--- config.mk ---
export PLATFORM = sky130hd
export DESIGN_NAME = tga_rle_packet_decoder_flat
export DESIGN_NICKNAME = d
export VERILOG_FILES = /design/src/rtl/trd_pkg.sv /design/src/rtl/trd_in_if.sv /design/src/rtl/trd_out_if.sv /design/src/rtl/tga_rle_packet_decoder.sv /design/src/flat_wrapper.sv
export SDC_FILE = /design/constraint.sdc
export NUM_CORES = 1
export LEC_CHECK = 0
export BUFFER_PORTS_ARGS = -buffer_cell sky130_fd_sc_hd__buf_4
export CORE_ASPECT_RATIO = 1.2
export CORE_UTILIZATION = 39
export DETAILED_ROUTE_END_ITERATION = 12
export RECOVER_POWER = 50
export SYNTH_ARGS = -nofsm -noshare
export SYNTH_HDL_FRONTEND = slang
export SYNTH_SLANG_ARGS = --single-unit
--- constraint.sdc ---
create_clock -name clk -period 7.4 [get_ports clk]
set_input_delay 0 -clock clk [delete_from_list [all_inputs] [get_ports clk]]
set_output_delay 0 -clock clk [all_outputs]
set_load 0.05 [all_outputs]
--- src/rtl/trd_pkg.sv ---
// ----------------------------------------------------------------------------
// trd_pkg: shared types and constants of the tga rle packet decoder
// packet phase codes, register indexes, result record
// ----------------------------------------------------------------------------
package trd_pkg;

  localparam int PixelCountBitsDefault = 24;
  localparam int CfgDataBits           = 24;
  localparam int CfgIndexBits          = 2;

  localparam logic [CfgIndexBits-1:0] REG_BYTES_PER_PIXEL = 2'd0;
  localparam logic [CfgIndexBits-1:0] REG_PIXEL_COUNT     = 2'd1;

  localparam logic [2:0] BPP_RESET   = 3'd3;
  localparam logic [23:0] PIX_RESET  = 24'd1;

  // header split point and run bias
  localparam logic [7:0] RUN_FLAG_LIMIT = 8'd128;
  localparam logic [7:0] RUN_BIAS       = 8'd127;

  typedef enum logic [2:0] {
    PH_HEADER = 3'b001,
    PH_RAW    = 3'b010,
    PH_RUN    = 3'b100
  } phase_t;

  typedef struct packed {
    logic [31:0] pixel_value;
    logic [7:0]  repeat_count;
    logic        last_of_image;
    logic        overflow_error;
  } result_t;

endpackage

--- src/rtl/trd_in_if.sv ---
// ----------------------------------------------------------------------------
// trd_in_if: compressed byte channel
// valid/ready handshake carrying one stream byte per request
// ----------------------------------------------------------------------------
interface trd_in_if;
  logic       valid;
  logic       ready;
  logic [7:0] in_byte;

  modport source (output valid, output in_byte, input ready);
  modport sink (input valid, input in_byte, output ready);
endinterface

--- src/rtl/trd_out_if.sv ---
// ----------------------------------------------------------------------------
// trd_out_if: decoded pixel channel
// valid/ready handshake carrying one pixel value and its repeat count
// ----------------------------------------------------------------------------
interface trd_out_if;
  logic        valid;
  logic        ready;
  logic [31:0] pixel_value;
  logic [7:0]  repeat_count;
  logic        last_of_image;
  logic        overflow_error;

  modport source (output valid, output pixel_value, output repeat_count,
                  output last_of_image, output overflow_error, input ready);
  modport sink (input valid, input pixel_value, input repeat_count,
                input last_of_image, input overflow_error, output ready);
endinterface

--- src/rtl/tga_rle_packet_decoder.sv ---
// ----------------------------------------------------------------------------
// tga_rle_packet_decoder: rle pixel stream to pixel/repeat records
// a completed pixel is registered into the output register, or into the skid stage while the receiver holds off
// throughput: one byte per cycle while the skid stage is empty
// reset: synchronous, registers to reset values, header phase, buffers empty
// ----------------------------------------------------------------------------
module tga_rle_packet_decoder
  import trd_pkg::*;
#(
  parameter int PIXEL_COUNT_BITS = PixelCountBitsDefault
) (
  input  logic                    clk,
  input  logic                    rst,
  input  logic                    cfg_we,
  input  logic [CfgIndexBits-1:0] cfg_index,
  input  logic [CfgDataBits-1:0]  cfg_data,
  trd_in_if.sink                  in_stream,
  trd_out_if.source               out_stream
);

  localparam int PCB = PIXEL_COUNT_BITS;
  // wide enough for both the register field and the counter
  localparam int EXT = (PCB > 24) ? PCB : 24;

  // configuration registers
  logic [2:0]  bytes_per_pixel;
  logic [23:0] pixel_count;

  // decoder state
  phase_t          packet_phase, packet_phase_next;
  logic [7:0]      packet_remaining, packet_remaining_next;
  logic [1:0]      byte_in_pixel, byte_in_pixel_next;
  logic [31:0]     pixel_assembly, pixel_assembly_next;
  logic [PCB-1:0]  pixels_done, pixels_done_next;
  logic            error_latched, error_latched_next;

  // output register plus skid stage
  logic    out_valid, skid_valid;
  result_t out_res, skid_res;

  // datapath
  logic            accept;
  logic            has_res;
  result_t         res;
  logic [1:0]      bpp_m1;
  logic [31:0]     assembled;
  logic [EXT-1:0]  pc_ext;
  logic [PCB-1:0]  total, left, rem_ext, n_ext;
  logic [7:0]      n;
  logic            last, err;
  logic            cfg_hit;

  assign accept   = in_stream.valid && in_stream.ready;
  // skid stage full is the only reason to hold off the byte stream
  assign in_stream.ready = !skid_valid;

  assign cfg_hit = cfg_we &&
                   (cfg_index == REG_BYTES_PER_PIXEL || cfg_index == REG_PIXEL_COUNT);

  // clamp bytes per pixel to 1..4, kept as count minus one
  always_comb begin
    priority if (bytes_per_pixel == 3'd0) bpp_m1 = 2'd0;
    else if (bytes_per_pixel > 3'd4)      bpp_m1 = 2'd3;
    else                                  bpp_m1 = 2'(bytes_per_pixel - 3'd1);
  end

  // pixel total at counter width, zero acts as one
  assign pc_ext = EXT'(pixel_count);
  always_comb begin
    total = pc_ext[PCB-1:0];
    if (total == '0) total = PCB'(1);
  end

  // pixels left in the image, never below one
  assign left    = (pixels_done < total) ? PCB'(total - pixels_done) : PCB'(1);
  assign rem_ext = PCB'(packet_remaining);

  // current byte merged into its lane
  assign assembled = pixel_assembly | (32'(in_stream.in_byte) << {byte_in_pixel, 3'b000});

  always_comb begin
    // run packets clip to the pixels left; raw ones go a pixel at a time
    if (packet_phase == PH_RAW) begin
      last = (left == PCB'(1));
      err  = last && (packet_remaining > 8'd1);
      n    = 8'd1;
    end else begin
      err  = rem_ext > left;
      n    = err ? left[7:0] : packet_remaining;
      last = (PCB'(n) == left);
    end
  end
  assign n_ext = PCB'(n);

  always_comb begin
    packet_phase_next     = packet_phase;
    packet_remaining_next = packet_remaining;
    byte_in_pixel_next    = byte_in_pixel;
    pixel_assembly_next   = pixel_assembly;
    pixels_done_next      = pixels_done;
    error_latched_next    = error_latched;
    has_res               = 1'b0;
    res.pixel_value       = assembled;
    res.repeat_count      = n;
    res.last_of_image     = last;
    res.overflow_error    = err;

    if (cfg_hit) begin
      // any write to a mapped register restarts the image
      packet_phase_next     = PH_HEADER;
      packet_remaining_next = '0;
      byte_in_pixel_next    = '0;
      pixel_assembly_next   = '0;
      pixels_done_next      = '0;
      error_latched_next    = 1'b0;
    end else if (accept && !error_latched) begin
      if (packet_phase == PH_HEADER) begin
        // packet header: raw below the flag, run otherwise
        if (in_stream.in_byte < RUN_FLAG_LIMIT) begin
          packet_phase_next     = PH_RAW;
          packet_remaining_next = 8'(in_stream.in_byte + 8'd1);
        end else begin
          packet_phase_next     = PH_RUN;
          packet_remaining_next = 8'(in_stream.in_byte - RUN_BIAS);
        end
        byte_in_pixel_next  = '0;
        pixel_assembly_next = '0;
      end else if (byte_in_pixel < bpp_m1) begin
        // more bytes of this pixel to come
        pixel_assembly_next = assembled;
        byte_in_pixel_next  = 2'(byte_in_pixel + 2'd1);
      end else begin
        // pixel complete
        has_res             = 1'b1;
        byte_in_pixel_next  = '0;
        pixel_assembly_next = '0;
        if (err) begin
          error_latched_next    = 1'b1;
          packet_phase_next     = PH_HEADER;
          packet_remaining_next = '0;
        end else if (last) begin
          pixels_done_next      = '0;
          packet_phase_next     = PH_HEADER;
          packet_remaining_next = '0;
        end else begin
          packet_remaining_next = 8'(packet_remaining - n);
          pixels_done_next      = PCB'(pixels_done + n_ext);
          if (packet_remaining == n) packet_phase_next = PH_HEADER;
        end
      end
    end
  end

  // configuration and decoder state
  always_ff @(posedge clk) begin
    if (rst) begin
      bytes_per_pixel  <= BPP_RESET;
      pixel_count      <= PIX_RESET;
      packet_phase     <= PH_HEADER;
      packet_remaining <= '0;
      byte_in_pixel    <= '0;
      pixel_assembly   <= '0;
      pixels_done      <= '0;
      error_latched    <= 1'b0;
    end else begin
      if (cfg_we && cfg_index == REG_BYTES_PER_PIXEL) bytes_per_pixel <= cfg_data[2:0];
      if (cfg_we && cfg_index == REG_PIXEL_COUNT)     pixel_count     <= cfg_data[23:0];
      packet_phase     <= packet_phase_next;
      packet_remaining <= packet_remaining_next;
      byte_in_pixel    <= byte_in_pixel_next;
      pixel_assembly   <= pixel_assembly_next;
      pixels_done      <= pixels_done_next;
      error_latched    <= error_latched_next;
    end
  end

  // output register and skid flags
  always_ff @(posedge clk) begin
    if (rst) begin
      out_valid  <= 1'b0;
      skid_valid <= 1'b0;
    end else if (skid_valid) begin
      // drain the skid entry once the held result is taken
      if (out_stream.ready) skid_valid <= 1'b0;
    end else if (has_res) begin
      if (!out_valid || out_stream.ready) out_valid  <= 1'b1;
      else                                skid_valid <= 1'b1;
    end else if (out_stream.ready) begin
      out_valid <= 1'b0;
    end
  end

  // result payload, no reset needed
  always_ff @(posedge clk) begin
    if (skid_valid) begin
      if (out_stream.ready) out_res <= skid_res;
    end else if (has_res) begin
      if (!out_valid || out_stream.ready) out_res  <= res;
      else                                skid_res <= res;
    end
  end

  assign out_stream.valid          = out_valid;
  assign out_stream.pixel_value    = out_res.pixel_value;
  assign out_stream.repeat_count   = out_res.repeat_count;
  assign out_stream.last_of_image  = out_res.last_of_image;
  assign out_stream.overflow_error = out_res.overflow_error;

`ifndef NO_ASSERTIONS
  // skid stage only fills behind a held result
  a_skid_behind_out: assert property (@(posedge clk) disable iff (rst)
    skid_valid |-> out_valid)
    else $error("skid entry without output entry");

  // an overflow always ends the image
  a_err_is_last: assert property (@(posedge clk) disable iff (rst)
    out_valid && out_res.overflow_error |-> out_res.last_of_image)
    else $error("overflow result not marked last");

  // results never carry a zero repeat
  a_repeat_nonzero: assert property (@(posedge clk) disable iff (rst)
    out_valid |-> out_res.repeat_count != 8'd0)
    else $error("zero repeat count");

  // pixel counter stays below the image total
  a_done_below_total: assert property (@(posedge clk) disable iff (rst)
    pixels_done < total)
    else $error("pixel counter reached image total");

  // a latched error parks the decoder in header phase
  a_err_header: assert property (@(posedge clk) disable iff (rst)
    error_latched |-> packet_phase == PH_HEADER && packet_remaining == 8'd0)
    else $error("error latched outside header phase");
`endif

endmodule

--- src/flat_wrapper.sv ---
// flat-port wrapper written by rule: the top's interface ports become plain ports
module tga_rle_packet_decoder_flat import trd_pkg::*;
#(
  parameter int PIXEL_COUNT_BITS = PixelCountBitsDefault
)
  (clk, rst, cfg_we, cfg_index, cfg_data, in_stream_valid, in_stream_in_byte, in_stream_ready, out_stream_valid, out_stream_pixel_value, out_stream_repeat_count, out_stream_last_of_image, out_stream_overflow_error, out_stream_ready);
  trd_in_if in_stream_i ();
  trd_out_if out_stream_i ();
  input  logic clk;
  input  logic rst;
  input  logic cfg_we;
  input  logic [CfgIndexBits-1:0] cfg_index;
  input  logic [CfgDataBits-1:0] cfg_data;
  input wire logic [$bits(in_stream_i.valid)-1:0] in_stream_valid;
  input wire logic [$bits(in_stream_i.in_byte)-1:0] in_stream_in_byte;
  output wire logic [$bits(in_stream_i.ready)-1:0] in_stream_ready;
  output wire logic [$bits(out_stream_i.valid)-1:0] out_stream_valid;
  output wire logic [$bits(out_stream_i.pixel_value)-1:0] out_stream_pixel_value;
  output wire logic [$bits(out_stream_i.repeat_count)-1:0] out_stream_repeat_count;
  output wire logic [$bits(out_stream_i.last_of_image)-1:0] out_stream_last_of_image;
  output wire logic [$bits(out_stream_i.overflow_error)-1:0] out_stream_overflow_error;
  input wire logic [$bits(out_stream_i.ready)-1:0] out_stream_ready;
  assign in_stream_i.valid = in_stream_valid;
  assign in_stream_i.in_byte = in_stream_in_byte;
  assign in_stream_ready = in_stream_i.ready;
  assign out_stream_valid = out_stream_i.valid;
  assign out_stream_pixel_value = out_stream_i.pixel_value;
  assign out_stream_repeat_count = out_stream_i.repeat_count;
  assign out_stream_last_of_image = out_stream_i.last_of_image;
  assign out_stream_overflow_error = out_stream_i.overflow_error;
  assign out_stream_i.ready = out_stream_ready;
  tga_rle_packet_decoder #(.PIXEL_COUNT_BITS(PIXEL_COUNT_BITS)) u_core (.clk(clk), .rst(rst), .cfg_we(cfg_we), .cfg_index(cfg_index), .cfg_data(cfg_data), .in_stream(in_stream_i), .out_stream(out_stream_i));
endmodule
**Word-level counts from Yosys, hierarchy flattened**

Cells that the tools add are included.

- Input port bits: 39
- Word-level logic and storage cells: 112
- Bits in latches: 0
- Bits in read-only memories: 0
- Output and inout port bits: 44
- Memories kept: 0
- Register bits: 183
- Bits in writable memories: 0

- Bitwise operators: 6
- $mul: 0
- Mux-type cells: 39
- Add/subtract/negate cells: 7
- Reductions and logical operators: 26
- Eq/ne operators: 9
- Divide/modulo/power cells: 0
- Shift-type cells: 1
- $lt $le $gt $ge: 6

Operator list:

| cell | count |
|---|---|
| 42-bit 2-to-1 mux | 4 |
| 24-bit 2-to-1 mux | 3 |
| 32-bit 2-to-1 mux | 2 |
| 8-bit 2-to-1 mux | 7 |
| 32-bit OR | 1 |
| 8-bit by 5-bit << shifter with 32-bit output | 1 |
| 24-bit by 8-bit adder with 24-bit output | 1 |
| 24-bit by 1-bit == test with 1-bit output, second input constant | 1 |
| 8-bit by 24-bit == test with 1-bit output | 1 |
| 8-bit by 24-bit greater-than comparator with 1-bit output | 1 |
| 24-bit logical NOT | 1 |
| 24-bit < comparator | 1 |
| 24-bit subtractor | 1 |
| 3-bit 2-to-1 mux | 6 |
| 1-bit 2-to-1 mux | 13 |
| 3-bit AND reduction | 4 |
| 8-bit by 1-bit adder with 8-bit output, second input constant | 1 |
| 8-bit == test | 1 |
| 8-bit by 1-bit greater-than comparator with 1-bit output, second input constant | 1 |
| 8-bit < comparator, second input constant | 1 |
| 2-bit 2-to-1 mux | 4 |
| 4-bit AND reduction | 2 |
| 8-bit by 7-bit subtractor with 8-bit output, second input constant | 1 |
| 8-bit subtractor | 1 |
| 19 further kinds | 34 |

**Longest topological paths before layout**

- Depth after elaboration: 13
- Mapped depth: 40
- Mapped depth without buffers: 37

**Worst setup path after synthesis**

No wires, ideal clock.

- Path kind: register to register
- Start point: register u_core.pixel_count[18], in the netlist u_core.pc_ext[18]
- End point: register u_core.pixels_done[16]
- Stages on the path, launching flop included: 39
- Setup time: 0.117 ns
- Setup slack: 0.639 ns
- Data arrival time: 6.643 ns
- Clock period less this slack: 6.761 ns
- Path buffers: 3
- Data required time: 7.283 ns
- Cell sequence: dfxtp_1 > nor4_1 > and4_1 > a31oi_1 > ha_1 > inv_1 > fa_1 > nand3_1 > a21oi_1 > nor2_1 > o2111ai_2 > and2_1 > buf_2 > nand2_1 > ha_1 > nor2b_1 > o21ai_0 > nand2b_1 > [3 not listed] > o22ai_1 > and2b_1 > buf_6 > mux2_1 > or2_2 > fa_1 > inv_1 > a21oi_1 > o21ai_0 > and2_1 > o21ai_0 > nand2_1 > a21o_1 > a21oi_1 > clkbuf_1 > a2111oi_0 > xnor2_1 > nor2_1

- Longest elaborated chain between the ends: 9
- Elaborated cells on any way between the ends: 17
- Classes of those cells: add/sub: 2; order compare: 2; eq/ne: 2; mux: 7; bitwise: 1; reduce/logical: 3

Ends and longest elaborated chain:

| what | line | RTL |
|---|---|---|
| start, declared | tga_rle_packet_decoder.sv:27 | `logic [23:0] pixel_count;` |
| start signal, assigned | tga_rle_packet_decoder.sv:167 | `if (cfg_we && cfg_index == REG_PIXEL_COUNT) pixel_count <= cfg_data[23:0];` |
| 24-bit logical NOT | tga_rle_packet_decoder.sv:71 | `if (total == '0) total = PCB'(1);` |
| 24-bit 2-to-1 mux (*) | tga_rle_packet_decoder.sv:71 |  |
| 24-bit subtractor or 24-bit < comparator (tied branches) | tga_rle_packet_decoder.sv:75 | `assign left = (pixels_done < total) ? PCB'(total - pixels_done) : PCB'(1);` |
| 24-bit 2-to-1 mux (*) | tga_rle_packet_decoder.sv:75 |  |
| 8-bit by 24-bit greater-than comparator with 1-bit output or 24-bit by 1-bit == test with 1-bit output (tied branches) | tga_rle_packet_decoder.sv:88, tga_rle_packet_decoder.sv:84 |  |
| 8-bit 2-to-1 mux or 1-bit logical AND (tied branches) | tga_rle_packet_decoder.sv:89, tga_rle_packet_decoder.sv:85 |  |
| 8-bit 2-to-1 mux, or another cell as far along | tga_rle_packet_decoder.sv:83 | `if (packet_phase == PH_RAW) begin` |
| 24-bit by 8-bit adder with 24-bit output, or another cell as far along | tga_rle_packet_decoder.sv:147 | `pixels_done_next = PCB'(pixels_done + n_ext);` |
| 24-bit 2-to-1 mux or 4-bit AND reduction (tied branches) | - |  |
| end signal, assigned | tga_rle_packet_decoder.sv:172 | `pixels_done <= pixels_done_next;` |
| end, declared | tga_rle_packet_decoder.sv:34 | `logic [PCB-1:0] pixels_done, pixels_done_next;` |

Mark *: on every way between the ends. The rest lies on a longest branch, timed or not.
A chain may end at the register's enable or synchronous reset.

**Worst setup path after layout**

- Start point: register u_core.pixel_count[1], in the netlist u_core.pc_ext[1]
- End point: register u_core.pixels_done[18]

Same word-level chain as after synthesis.

==> impl_metrics.env <==
export IMPL_wl_mm=28.0
export IMPL_holdPathEnd="u_core.out_stream.valid"
export IMPL_synth_top_area_share_pct=24.7
export IMPL_die_h_um=179
export IMPL_synth_compound_area_share_pct=21.1
export IMPL_avgSynthCellArea_um2=9.35
export IMPL_clockPowerShare_pct=26.9
export IMPL_synth_common_cells="nand2_1 (113), a21oi_1 (103), dfxtp_1 (99)"
export IMPL_cts_tree="done"
export IMPL_die_area_mm2=0.0268
export IMPL_utilization_pct=47.0
export IMPL_synth_most_common_cell="nand2_1"
export IMPL_drt_iter0_markers=427
export IMPL_setup_viol=0
export IMPL_rsz0062_at_grt="false"
export IMPL_max_stage_delay_ns=0.51
export IMPL_leakage_nw=4.72
export IMPL_antenna_found_initial=0
export IMPL_synth_edf_count=84
export IMPL_ys_warn_count=0
export IMPL_gr_total_overflow=0
export IMPL_syn_inst=1090
export IMPL_viasPerCell=5.44
export IMPL_yosys_area_top_type="edfxtp_1"
export IMPL_hold_viol=0
export IMPL_cp_slowest_cell="or4_1"
export IMPL_n_antenna_cell=0
export IMPL_grt_pass1_vias=8254
export IMPL_worst_slew_margin_rel_pct=-41.4
export IMPL_yosysSeqAreaShare_pct=44.2
export IMPL_final_fill_count=2431
export IMPL_fin_crit_ns=6.88
export IMPL_drive_gt1_share_pct=12.6
export IMPL_grt_start_max_net_pins=44
export IMPL_cp_common_cell="a21oi_1"
export IMPL_worstHoldPathCells=5
export IMPL_antenna_left=0
export IMPL_violations="max-capacitance violations, max-slew violations"
export IMPL_insertion_delay_ns=0.44
export IMPL_synthAdderAreaFrac_pct=6.85
export IMPL_vdd_ir_drop_worst_mv=0.180
export IMPL_worst_path_max_fanout=15
export IMPL_switching_share_pct=38.6
export IMPL_dpl_hpwl_mm=20.4
export IMPL_cts_root_buf="clkbuf_16"
export IMPL_cts_buffers=17
export IMPL_htree_levels=4
export IMPL_clockBufferDepth=2
export IMPL_drc=0
export IMPL_dp_cells=1439
export IMPL_place_area_mm2=0.0110
export IMPL_layout_cells_non_filler=1529
export IMPL_crit_required_ns=7.77
export IMPL_first_pass_iters=5
export IMPL_portBuffers=82
export IMPL_p_int_mw=2.06
export IMPL_tns_ns=0
export IMPL_muxShareOfSynthArea_pct=5.36
export IMPL_reg2reg_depth=35
export IMPL_p_sw_mw=1.29
export IMPL_synthToLayoutAreaGrowth_pct=18.2
export IMPL_synthXorXnorAreaFrac_pct=2.41
export IMPL_clock_sinks=183
export IMPL_die_w_um=150
export IMPL_start_util_pct=39.8
export IMPL_cap_violations=2
export IMPL_fmax_mhz=145
export IMPL_rows=64
export IMPL_syn_cell_area_mm2=0.0102
export IMPL_wl_per_cell_um=18.3
export IMPL_combPwrFrac_pct=37.4
export IMPL_path_clk_slew_ns=0.07
export IMPL_yosys_area_share_simple_pct=14.9
export IMPL_grt_pass1_wl_mm=43.9
export IMPL_syn_num_nets=1183
export IMPL_finalCritPeriodShare_pct=92.9
export IMPL_slew_violations=72
export IMPL_fin_worst_skew_ns=0.0137
export IMPL_r2r_end="u_core.pixels_done[18]"
export IMPL_outcome="complete, but fails checks"
export IMPL_place_congestion=0.908
export IMPL_pre_cts_ws_ns=0.251
export IMPL_cp_arrival_ns=7.24
export IMPL_grt_use_total_pct=21.5
export IMPL_synthFlopType="dfxtp_1"
export IMPL_p_seq_share_pct=35.8
export IMPL_async_flop_share_pct=0
export IMPL_hp_start="cfg_index[1]"
export IMPL_design_area_mm2=0.0120
export IMPL_setup_slack_ns=0.524
export IMPL_yosys_top_cells_area="edfxtp_1 (25%), dfxtp_1 (19%), ha_1 (6.3%)"
export IMPL_regToRegSetupSlack_ns=0.52
export IMPL_tightest_slew_ns=2.12
export IMPL_critPathLaunchType="flop"
export IMPL_cp_end_kind="flop"
export IMPL_powerDensity_mw_per_mm2=278
export IMPL_yosysUniqueCellTypes=78
export IMPL_nNetsFinal=1279
export IMPL_fp_coreArea_mm2=0.0256
export IMPL_yosys_register_bits=183
export IMPL_ioPinCount=83
export IMPL_min_path_type="primary input to flop"
export IMPL_route_vias_total=8323
export IMPL_synth_top_family_by_area="compound AO/OA/AOI/OAI gates"
export IMPL_worstReg2RegStart="u_core.pc_ext[1]"
export IMPL_path_class="flop to flop"
worst max path at each step:
stage,from,to,slack (ns),cells past startpoint
2_1_floorplan,u_core.pc_ext[18],u_core.pixels_done[16],0.64,38
3_3_place_gp,u_core.pc_ext[1],u_core.pixels_done[16],0.35,36
3_5_place_dp,u_core.pc_ext[1],u_core.pixels_done[16],0.25,36
4_1_cts,u_core.pc_ext[1],u_core.pixels_done[16],0.23,36
5_1_grt,u_core.pc_ext[1],u_core.pixels_done[14],0.008,35
6_report,u_core.pc_ext[1],u_core.pixels_done[18],0.52,35
state kept, by name, summed over array words and instances, names as in the netlist, 2 cells and up:
register	cells
u_core.bytes_per_pixel	3
u_core.packet_remaining	8
u_core.byte_in_pixel	2
u_core.packet_phase	3
u_core.pixel_assembly	32
u_core.out_stream.pixel_value	32
u_core.skid_res	42
u_core.pc_ext	24
u_core.out_stream.repeat_count	8
u_core.pixels_done	24
power by group through the flow:
| stage | sequential (mW) | clock [mW] | combinational, mW |
|---|---|---|---|
| 2_1_floorplan | 1.33 | 0 | 0.792 |
| 3_3_place_gp | 1.22 | 0 | 1.25 |
| 3_5_place_dp | 1.22 | 0 | 1.25 |
| 4_1_cts | 1.20 | 0.920 | 1.27 |
| 5_1_grt | 1.21 | 0.958 | 1.37 |
| 6_report | 1.20 | 0.901 | 1.25 |
through the flow:
step,power [mW],hold WS (ns)
5_1_grt,3.54,0.172
4_1_cts,3.39,0.0713
3_3_place_gp,2.47,0.245
2_1_floorplan,2.12,0.124
6_report,3.35,0.101
3_5_place_dp,2.47,0.237
final cells by class:
class	count	area, µm²	area share, %
Multi-Input combinational cell	775	5200	43.2
Clock buffer	18	429	3.56
Timing Repair Buffer	156	1140	9.49
Tap cell	330	413	3.43
Clock inverter	14	160	1.33
Inverter	53	199	1.65
Sequential cell	183	4500	37.4
metal layers:
layer	vias to the layer above	wire length [µm]	GRT usage, %
met5	-	0	0
met4	0	1580	13.5
met3	70	800	3.18
met2	176	14100	38.0
met1	3927	11600	24.1
li1	4150	-	-
logic make-up after synthesis:
family,Yosys count
compound gates,321
xor+xnor,28
fa+ha+maj,54
buf+inv,132
flops,183
mux,50
simple gates,322
what timing repair did:
action                     in CTS  in global routing
buffers inserted                0                  0
setup endpoints to repair       0                 16
resized for setup               0                  9
hold buffers                   58                  0
hold endpoints to repair       71                  0
worst max-delay path: cells and delay by family, from the launching register on:
kind	cells	cell delay [ns]
and+or+nand+nor	14	2.80
adders and majority gates	4	1.20
muxes	1	0.35
buffers and inverters	3	0.32
AOI/OAI and AO/OA	13	1.75
DFF	1	0.37
placed cells by master (no fill, tap or decap), drive strengths merged, types with 14 or more instances in the layout:
master and n:
nand2 114, a21oi 106, dfxtp 99, nor2 92, edfxtp 84, clkbuf 65
inv 59, dlygate4sd3 58, o21ai 54, ha 51, buf 51, a21o 48
mux2 37, o31ai 22, nand3 19, o211ai 15, xor2 14, nand4 14
xnor2 14
No activity file was read; power rests on OpenSTA's default activity.
